$ cat config.mk
export PLATFORM = sky130hd
export DESIGN_NAME = lsbw_ctrl
export DESIGN_NICKNAME = d
export VERILOG_FILES = /design/src/hw/rtl/lsbw_pkg.sv /design/src/hw/rtl/lsbw_ctrl.sv
export SDC_FILE = /design/constraint.sdc
export NUM_CORES = 1
export LEC_CHECK = 0
export BUFFER_PORTS_ARGS = -buffer_cell sky130_fd_sc_hd__buf_2
export CAP_MARGIN = 40
export CORE_AREA = 2 2 39 41
export DETAILED_ROUTE_END_ITERATION = 8
export DIE_AREA = 0 0 41 43
export GPL_TIMING_DRIVEN = 0
export SETUP_SLACK_MARGIN = 0.05
export SYNTH_ARGS = -nofsm -noshare
export SYNTH_HDL_FRONTEND = slang
export SYNTH_SLANG_ARGS = --single-unit
$ cat constraint.sdc
create_clock -name clock -period 1.8 [get_ports clock]
set_input_delay 0.27 -clock clock [delete_from_list [all_inputs] [get_ports clock]]
set_output_delay 0.27 -clock clock [all_outputs]
set_load 0.02 [all_outputs]
$ cat src/hw/rtl/lsbw_pkg.sv
// Package with constants, codes and types of the LCD shadow buffer writer.
`default_nettype none

package lsbw_pkg;

   // Geometry of the shadow copy of the screen.
   localparam int PAGES       = 8;
   localparam int COLUMNS     = 128;
   localparam int STORE_SIZE  = PAGES * COLUMNS;
   localparam int ADDR_W      = (STORE_SIZE > 1) ? $clog2(STORE_SIZE) : 1;
   localparam int ADDR_FULL_W = 13;

   // Field widths.
   localparam int PAGE_W    = 4;
   localparam int COL_W     = 8;
   localparam int BYTE_W    = 8;
   localparam int NIBBLE_W  = 4;
   localparam int BIT_CNT_W = 3;
   localparam int PADDR_W   = 4;
   localparam int PDATA_W   = 32;

   // Reset values of the opcode registers.
   localparam logic [NIBBLE_W-1:0] RESET_PAGE_OP   = 4'd11;
   localparam logic [NIBBLE_W-1:0] RESET_COL_HI_OP = 4'd1;
   localparam logic [NIBBLE_W-1:0] RESET_COL_LO_OP = 4'd0;

   // Register indexes on the configuration port.
   localparam logic [1:0] REG_PAGE_OP   = 2'd0;
   localparam logic [1:0] REG_COL_HI_OP = 2'd1;
   localparam logic [1:0] REG_COL_LO_OP = 2'd2;

   // Request kinds.
   typedef enum logic [1:0] {
      CMD_COMMAND = 2'd0,
      CMD_WRITE   = 2'd1,
      CMD_OR      = 2'd2,
      CMD_AND     = 2'd3
   } cmd_code_type;

   // Controller states.
   typedef enum logic [1:0] {
      ST_CLEAR,
      ST_IDLE,
      ST_MERGE,
      ST_SHIFT
   } state_type;

   // Opcode nibbles from the register block.
   typedef struct packed {
      logic [NIBBLE_W-1:0] page_op;
      logic [NIBBLE_W-1:0] col_hi_op;
      logic [NIBBLE_W-1:0] col_lo_op;
   } cfg_type;

   // Commands from the controller to the datapath.
   typedef struct packed {
      logic clear_step;
      logic take_cmd;
      logic take_data;
      logic merge;
      logic shift;
   } ctrl_cmd_type;

   // Status from the datapath to the controller.
   typedef struct packed {
      logic clear_done;
      logic in_range;
      logic last_bit;
   } ctrl_status_type;

endpackage

`default_nettype wire

$ cat src/hw/rtl/lsbw_ctrl.sv
// Controller state machine: clearing pass, request intake, merge and bit shifting.
`default_nettype none

module lsbw_ctrl (
   input  wire logic                    clock,
   input  wire logic                    reset,
   input  wire logic                    req_valid,
   input  wire logic [1:0]              req_cmd,
   output logic                         req_ready,
   output logic                         rsp_valid,
   input  wire logic                    rsp_ready,
   input  lsbw_pkg::ctrl_status_type    status,
   output lsbw_pkg::ctrl_cmd_type       ctrl_cmd
);
   import lsbw_pkg::*;

   state_type state_ff, state_in;
   logic      is_command;

   assign is_command = (req_cmd == CMD_COMMAND);

   // Next state.
   always_comb begin
      state_in = state_ff;
      unique case (state_ff)
         ST_CLEAR: begin
            if (status.clear_done) state_in = ST_IDLE;
         end
         ST_IDLE: begin
            if (req_valid) begin
               if (is_command) state_in = ST_SHIFT;
               else if (status.in_range) state_in = ST_MERGE;
            end
         end
         ST_MERGE: state_in = ST_SHIFT;
         ST_SHIFT: begin
            if (rsp_ready && status.last_bit) state_in = ST_IDLE;
         end
         default: state_in = ST_CLEAR;
      endcase
   end

   always_ff @(posedge clock) begin
      if (reset) state_ff <= ST_CLEAR;
      else state_ff <= state_in;
   end

   // Outputs.
   always_comb begin
      ctrl_cmd  = '0;
      req_ready = 1'b0;
      rsp_valid = 1'b0;
      unique case (state_ff)
         ST_CLEAR: ctrl_cmd.clear_step = 1'b1;
         ST_IDLE: begin
            req_ready          = 1'b1;
            ctrl_cmd.take_cmd  = req_valid & is_command;
            ctrl_cmd.take_data = req_valid & ~is_command & status.in_range;
         end
         ST_MERGE: ctrl_cmd.merge = 1'b1;
         ST_SHIFT: begin
            rsp_valid      = 1'b1;
            ctrl_cmd.shift = rsp_ready;
         end
         default: ;
      endcase
   end

endmodule

`default_nettype wire

==> results.json <==
{
  "status": "completed",
  "slowest_delay_ns": 0.37,
  "r2r_slack_ns": 0.38,
  "clk_latency_ns": 0.23,
  "num_rows": 14,
  "synthesis.nets": 41,
  "hold_path.class": "input pin to flip-flop",
  "setup_viol": 0,
  "clk_pin_slew_ns": 0.03,
  "rr_endpoint": "state_ff[0]",
  "ctsHoldBuffers": 0,
  "cts-buffers-inserted": 3,
  "hold_viol": 0,
  "hold-path-endpoint": "state_ff[1]",
  "end_kind": "output pin",
  "wl_um": 516,
  "grt_pass1_wl_um": 821,
  "hpwl_um": 421,
  "maxCapViolations": 0,
  "rsz0062_at_grt": "false",
  "wl_per_cell_um": 8.46,
  "drive_gt1_share_pct": 44.4,
  "yosys_warnings": 0,
  "finalNetCount": 61,
  "ys_top_cells_by_area": "ha_1 27%, dfxtp_1 17%, nand2b_1 13%",
  "slew_headroom_pct": 88.4,
  "clk_path_buf_depth": 2,
  "final_cell_mix": "15 x buf_2, 5 x nand2b_1, 5 x ha_1",
  "grtUsageTotal_pct": 8.12,
  "grt_max_degree": 5,
  "crit_slowest_cell": "dfxtp_1",
  "cts_resized": 0,
  "ir_worst_vdd_mv": 0.408,
  "drt-vias-per-instance": 4.11,
  "largest_reg_flops": 2,
  "power.density_nw_per_um2": 1370,
  "drt_iter0_drc": 0,
  "top_register": "state_ff",
  "grt_pass1_vias": 215,
  "fin_tns_setup_ns": 0,
  "skew_ns": 0.00820,
  "required_ns": 1.53,
  "r2r-start": "state_ff[0]",
  "hold_start": "reset",
  "reg2regPathDepth": 5,
  "antenna_left": 0,
  "holdPathStages": 3,
  "fin_crit_sh_pct": 82.3,
  "worst_pin_slew_ns": 0.174,
  "ys_seq_area_share_pct": 17.0,
  "arrival_ns": 1.21,
  "slew_violations": 0,
  "gp_congestion": 0.769,
  "synth_largest_area_cell": "ha_1",
  "min_period_ns": 1.48,
  "synth.top_cell.area_share_pct": 26.6,
  "area.growth.synth_to_final_pct": 50.0,
  "portBuffers": 15,
  "cts-root-buf": "clkbuf_4",
  "largest_registers": "state_ff (2)",
  "synthDistinctLibCells": 14,
  "cts_tree": "yes",
  "crit_fanout": 4,
  "worstPathBufferInverterCount": 2,
  "initial_core_util_pct": 17.0,
  "diodes": 0,
  "dieArea_um2": 1760,
  "crit_type": "flip-flop to output pin",
  "postCtsSetupRepairBufs": 0,
  "path_cells": "inv_1 -> ha_1 -> and3_1 -> buf_2",
  "ys_seq_elements": 2,
  "final_common_cell": "buf_2",
  "numClockSinks": 2,
  "synth.cell_area_um2": 235,
  "whs_ns": 0.352,
  "core_um2": 1380,
  "dieHeight_um": 43,
  "cp_top_family": "flip-flops",
  "cts_htree_levels": 1,
  "io_pins": 16,
  "num_vias": 251,
  "die_x_um": 41,
  "drcViolationCount": 0,
  "antenna_found_initial": 0,
  "dr.pass1.iters": 1,
  "syn_avg_cell_area_um2": 8.71,
  "overflow": 0,
  "crit_start": "state_ff[1]",
  "cellLeakagePower_nw": 0.189,
  "syn_inst": 27,
  "critPathLaunchType": "flip-flop",
  "fmax_mhz": 675
}
==> where the power goes <==
part / internal, mW / leakage [nW] / switching (mW)
clock: 0.0738 / 0.0138 / 0.0280
combinational: 0.133 / 0.159 / 0.164
sequential: 0.0653 / 0.0165 / 0.0210
total: 0.272 / 0.189 / 0.213
==> layout make-up <==
class / count / area (um^2)
fillers: 150 / 1030
multi-input cells: 22 / 184
repair buffers: 15 / 75.1
flip-flops and latches: 2 / 40.0
clock buffers: 3 / 22.5
well taps: 16 / 20.0
inverters: 3 / 11.3
==> logic make-up after synthesis <==
kind of cell               share of synthesized area, %
and+or+nand+nor                                    29.3
adders and majority gates                          26.6
AOI/OAI and AO/OA                                  11.7
buffers and inverters                              4.79
muxes                                              10.6
DFF                                                17.0
==> worst register-to-register path: stages, from the launching register on <==
cell	delay [ns]
dfxtp_1	0.36
inv_1	0.09
ha_1	0.22
nand2b_1	0.07
o2111a_1	0.25
mux2_4	0.31
==> worst max-delay path by stage <==
| stage | depth (start not counted) | slack (ns) | to |
|---|---|---|---|
| after global routing | 4 | 0.23 | ctrl_cmd[3] |
| final | 4 | 0.32 | ctrl_cmd[3] |
| after floorplan | 5 | 0.34 | state_ff[0] |
| after detailed placement | 5 | 0.37 | state_ff[0] |
| after CTS | 4 | 0.30 | ctrl_cmd[3] |
| after global placement | 5 | 0.37 | state_ff[0] |
==> metal layers <==
metal / GRT usage (%) / share of wire [%] / vias to the layer above / routed length (um)
li1: - / - / 129 / -
met1: 7.35 / 44 / 102 / 225
met2: 9.69 / 40 / 18 / 206
met3: 7.85 / 15 / 2 / 79
met4: 8.00 / 0.78 / 0 / 4
met5: 0 / 0 / - / 0
==> through the flow <==
step                      instances  util (%)  total power [mW]  instance area, um^2  worst slack (ns)
after global routing             61      25.5             0.540                  353             0.228
final                            61      25.5             0.485                  353             0.318
after detailed placement         58      23.9             0.387                  330             0.368
after floorplan                  27         -             0.318                  235             0.339
after CTS                        61      25.5             0.498                  353             0.296
after global placement           58      23.9             0.384                  330             0.374
==> Yosys cell counts (all sizes together) <==
master and instances:
ha 5, nand2b 5, inv 3, nor2 3, dfxtp 2, a21bo 1, a31oi 1, and2 1
and3 1, mux2 1, mux2i 1, nand3 1, o2111a 1, or3b 1
Power figures use the tool's default switching activity.
