===== config.mk =====
export PLATFORM = sky130hd
export DESIGN_NAME = lsbw_csr
export DESIGN_NICKNAME = d
export VERILOG_FILES = /design/src/hw/rtl/lsbw_pkg.sv /design/src/hw/rtl/lsbw_csr.sv
export SDC_FILE = /design/constraint.sdc
export NUM_CORES = 1
export LEC_CHECK = 0
export ABC_CLOCK_PERIOD_IN_PS = 1600
export BUFFER_PORTS_ARGS = -buffer_cell sky130_fd_sc_hd__buf_2
export CAP_MARGIN = 20
export CORE_MARGIN = 4
export CORE_UTILIZATION = 35
export CTS_CLUSTER_SIZE = 25
export DETAILED_ROUTE_END_ITERATION = 8
export PLACE_DENSITY = 0.79
export REMOVE_ABC_BUFFERS = 1
export SLEW_MARGIN = 20
export SYNTH_ARGS = -nofsm -noshare
export SYNTH_HDL_FRONTEND = slang
export SYNTH_SLANG_ARGS = --single-unit

===== constraint.sdc =====
create_clock -name clock -period 1.6 [get_ports clock]
set_clock_uncertainty 0.2 [all_clocks]
set_input_delay 0.16 -clock clock [delete_from_list [all_inputs] [get_ports clock]]
set_output_delay 0.16 -clock clock [all_outputs]
set_load 0.02 [all_outputs]

===== src/hw/rtl/lsbw_pkg.sv =====
// Package with constants, codes and types of the LCD shadow buffer writer.
`default_nettype none

package lsbw_pkg;

   // Geometry of the shadow copy of the screen.
   localparam int PAGES       = 8;
   localparam int COLUMNS     = 128;
   localparam int STORE_SIZE  = PAGES * COLUMNS;
   localparam int ADDR_W      = (STORE_SIZE > 1) ? $clog2(STORE_SIZE) : 1;
   localparam int ADDR_FULL_W = 13;

   // Field widths.
   localparam int PAGE_W    = 4;
   localparam int COL_W     = 8;
   localparam int BYTE_W    = 8;
   localparam int NIBBLE_W  = 4;
   localparam int BIT_CNT_W = 3;
   localparam int PADDR_W   = 4;
   localparam int PDATA_W   = 32;

   // Reset values of the opcode registers.
   localparam logic [NIBBLE_W-1:0] RESET_PAGE_OP   = 4'd11;
   localparam logic [NIBBLE_W-1:0] RESET_COL_HI_OP = 4'd1;
   localparam logic [NIBBLE_W-1:0] RESET_COL_LO_OP = 4'd0;

   // Register indexes on the configuration port.
   localparam logic [1:0] REG_PAGE_OP   = 2'd0;
   localparam logic [1:0] REG_COL_HI_OP = 2'd1;
   localparam logic [1:0] REG_COL_LO_OP = 2'd2;

   // Request kinds.
   typedef enum logic [1:0] {
      CMD_COMMAND = 2'd0,
      CMD_WRITE   = 2'd1,
      CMD_OR      = 2'd2,
      CMD_AND     = 2'd3
   } cmd_code_type;

   // Controller states.
   typedef enum logic [1:0] {
      ST_CLEAR,
      ST_IDLE,
      ST_MERGE,
      ST_SHIFT
   } state_type;

   // Opcode nibbles from the register block.
   typedef struct packed {
      logic [NIBBLE_W-1:0] page_op;
      logic [NIBBLE_W-1:0] col_hi_op;
      logic [NIBBLE_W-1:0] col_lo_op;
   } cfg_type;

   // Commands from the controller to the datapath.
   typedef struct packed {
      logic clear_step;
      logic take_cmd;
      logic take_data;
      logic merge;
      logic shift;
   } ctrl_cmd_type;

   // Status from the datapath to the controller.
   typedef struct packed {
      logic clear_done;
      logic in_range;
      logic last_bit;
   } ctrl_status_type;

endpackage

`default_nettype wire


===== src/hw/rtl/lsbw_csr.sv =====
// APB register block holding the three opcode nibbles.
`default_nettype none

module lsbw_csr (
   input  wire logic                          clock,
   input  wire logic                          reset,
   input  wire logic                          psel,
   input  wire logic                          penable,
   input  wire logic                          pwrite,
   input  wire logic [lsbw_pkg::PADDR_W-1:0]  paddr,
   input  wire logic [lsbw_pkg::PDATA_W-1:0]  pwdata,
   output logic      [lsbw_pkg::PDATA_W-1:0]  prdata,
   output logic                               pready,
   output lsbw_pkg::cfg_type                  cfg
);
   import lsbw_pkg::*;

   logic [NIBBLE_W-1:0] page_op_ff, page_op_in;
   logic [NIBBLE_W-1:0] col_hi_op_ff, col_hi_op_in;
   logic [NIBBLE_W-1:0] col_lo_op_ff, col_lo_op_in;
   logic                wr_en;
   logic [1:0]          reg_idx;

   assign pready  = 1'b1;
   assign wr_en   = psel & penable & pwrite;
   assign reg_idx = paddr[3:2];

   // Write decode.
   always_comb begin
      page_op_in   = page_op_ff;
      col_hi_op_in = col_hi_op_ff;
      col_lo_op_in = col_lo_op_ff;
      if (wr_en) begin
         unique case (reg_idx)
            REG_PAGE_OP:   page_op_in   = pwdata[NIBBLE_W-1:0];
            REG_COL_HI_OP: col_hi_op_in = pwdata[NIBBLE_W-1:0];
            REG_COL_LO_OP: col_lo_op_in = pwdata[NIBBLE_W-1:0];
            default: ;
         endcase
      end
   end

   always_ff @(posedge clock) begin
      if (reset) begin
         page_op_ff   <= RESET_PAGE_OP;
         col_hi_op_ff <= RESET_COL_HI_OP;
         col_lo_op_ff <= RESET_COL_LO_OP;
      end else begin
         page_op_ff   <= page_op_in;
         col_hi_op_ff <= col_hi_op_in;
         col_lo_op_ff <= col_lo_op_in;
      end
   end

   // Read decode.
   always_comb begin
      unique case (reg_idx)
         REG_PAGE_OP:   prdata = PDATA_W'(page_op_ff);
         REG_COL_HI_OP: prdata = PDATA_W'(col_hi_op_ff);
         REG_COL_LO_OP: prdata = PDATA_W'(col_lo_op_ff);
         default:       prdata = '0;
      endcase
   end

   assign cfg.page_op   = page_op_ff;
   assign cfg.col_hi_op = col_hi_op_ff;
   assign cfg.col_lo_op = col_lo_op_ff;

endmodule

`default_nettype wire


==> metrics.txt <==
Top delay family on crit path flip-flops; Design Power 640 uW; slowest stage delay, CP approximately 0.37 ns; core box area about 0.0023 mm2; Hold Vio Cnt, Final 0; fraction of layout cells with a size suffix above 1 27.3%; top cells by count, synth buf_4, mux2i_1, dfxtp_1, nand2b_1, nor2_1; Setup crit end kind primary output; EDFF count, synth 0; TritonRoute pass-1 iters 4; # rows 17; #FFs+latches synth 12; post-route minimum period roughly 1.4 ns; I/O pins between 80 and 90; cell with the most instances after synthesis buf_4; PwrDens 686 mW/mm2; CTS Buf Count 3; WP data arrival ~1.1 ns; DRC 0; fin crit share between 80% and 90%; Max Cap Viol 0; Critical Path RT ~1.2 ns; Async S/R FF share, synth 0%; FMAX 0.697 GHz; crit path buf inv count 1; Starting Density 37.5%; critical path depth 3; status finished, final reports clean; Clock Tree Root clkbuf_4; Final Wtd Congestion 0.793; Via Count 643; Layout Nets ~160; Placed Instances about 140; Die ar. 0.00326 mm2; largest cells by area after synthesis dfxtp_1, buf_4, mux2i_1, nand2b_1, nor2_1; hold endpoint col_lo_op_ff[3]; first-pass GRT wire length 2700 um; WL/cell between 10 and 15 um; Max Root-Sink Buffers 2; Min-Delay Path Class primary input to flip-flop; met2 usage 18.1%; TNS Setup 0 ns; CP Launch Type flip-flop; postcts setup bufs 0; largest net degree at the start of global routing 20; # resized after CTS 0; leakage dissipation roughly 0.00046 uW; die height about 57 um; RR Endpoint page_op_ff[2]; TritonCTS Sinks 12; Die W ~57 um; Crit Path Class flip-flop to primary output; R2R Setup Slk between 0.7 and 0.8 ns; clock latency on the worst-skew pair 0.27 ns; unrepaired setup endpoints after global routing false; Max Slew Vio Count 0; global routing usage on met3 between 4 and 5%; most used routing layer met2; synth warn 0; PortBufs 26; GRT Residual Overflow 0; Cell Area, Synth between 800 and 900 um2; H-tree levels 1; Reg2Reg Depth 2; fillers between 200 and 250; post-place instance area around 880 um2; number of DRC markers in iteration 0 7; antenna-violating nets left 0; sequence of cells on the critical path mux2i_1 > o21ai_0 > buf_2; Yosys top cell area share approximately 28%; top_reg_cell synth dfxtp_1; # diodes 0; worst hold slack 0.0180 ns; post-synth cell types 15; area delta synth->final 10.5%; sequential fraction of the synthesis area between 20% and 30%; hold path depth 3; vias per inst about 4.3; HPWL Detailed approximately 1400 um; global routing usage on met1 a little under an eighth; slowest cell on the critical path dfxtp_1; reg-to-reg startpoint page_op_ff[2]; Syn Area/Cell roughly 9.0 um2; design area roughly 930 um2; Setup-failing EPs final 0; All-Layer GR Usage a little over a tenth; post-synth top area cell dfxtp_1; initial antenna violation count 0; Post-Synthesis Cells 94; Critical Path Fanout Max 3; CTS tree done; vias in the first global route 585; Peak VDD IR 0.322 mV; CTS clk-pin slew, worst paths approximately 0.070 ns; fin cells roughly 150; final wirelength 1740 um; startpoint of the worst hold path penable
layout make-up:
type	instances	area, um2	area share, %
multi-input combinational	77	475	50.9
sequential	12	240	25.7
timing repair buffer	29	160	17.2
tap	28	35.0	3.75
clock buffer	3	22.5	2.41
metal layers:
metal | up-vias | share of wire, %
met5 | - | 0
met4 | 0 | 1.2
met3 | 2 | 13
met2 | 39 | 49
met1 | 300 | 37
li1 | 302 | -
worst reg2reg max path, cell delays in order (launching register included):
cell and delay (ns):
dfxtp_1 0.36, nand2b_1 0.07, mux2i_1 0.14
report_power, final:
group	total, uW	switching (uW)	internal [uW]
Combinational	149	111	38.1
Clock	186	99.0	87.1
Sequential	305	2.92	302
worst max-delay path by stage:
stage / to / slack, ns / startpoint
6_report: prdata[0] / 0.17 / page_op_ff[0]
5_1_grt: prdata[0] / 0.08 / page_op_ff[0]
4_1_cts: prdata[0] / 0.15 / col_hi_op_ff[0]
3_5_place_dp: col_hi_op_ff[3] / 0.23 / pwrite
3_3_place_gp: prdata[3] / 0.26 / paddr[2]
2_1_floorplan: prdata[1] / 0.21 / col_hi_op_ff[1]
cells by family after synthesis:
kind of cell / after synthesis / share of synthesized area [%]
multiplexers: 16 / 19.0
flip-flops: 12 / 28.4
AND/OR/NAND/NOR: 28 / 22.1
other: 2 / 0.889
AO/OA/AOI/OAI: 4 / 2.37
buffers and inverters: 32 / 27.3
flip-flops by register name (all words and copies together) (netlist names):
name,flops
col_lo_op_ff,4
col_hi_op_ff,4
page_op_ff,4
layout by cell type, fill, tap and decap left out:
master         Yosys  routed
o21ai_0            4       4
mux2i_1           16      16
dlygate4sd3_1      0       3
dfxtp_1           12      12
nand2_1            4       4
nor3b_4            1       1
nand3_1            1       1
nor3_4             1       1
nor2_1             7       7
and2b_2            1       1
conb_1             2      29
nand2b_1          12      12
buf_2              1      26
nand4_4            1       1
clkbuf_4           0       3
metrics by stage:
| step | worst slack [ns] | util (%) |
|---|---|---|
| 5_1_grt | 0.0799 | 41.4 |
| 2_1_floorplan | 0.213 | - |
| 3_5_place_dp | 0.230 | 39.1 |
| 6_report | 0.166 | 41.4 |
| 3_3_place_gp | 0.264 | 39.1 |
| 4_1_cts | 0.152 | 41.4 |
timing repair:
action | 4_1_cts | 5_1_grt
hold buffers | 3 | 0
endpoints found under the setup margin | 0 | 0
hold endpoints to repair | 5 | 0
No activity file was read; power rests on OpenSTA's default activity.
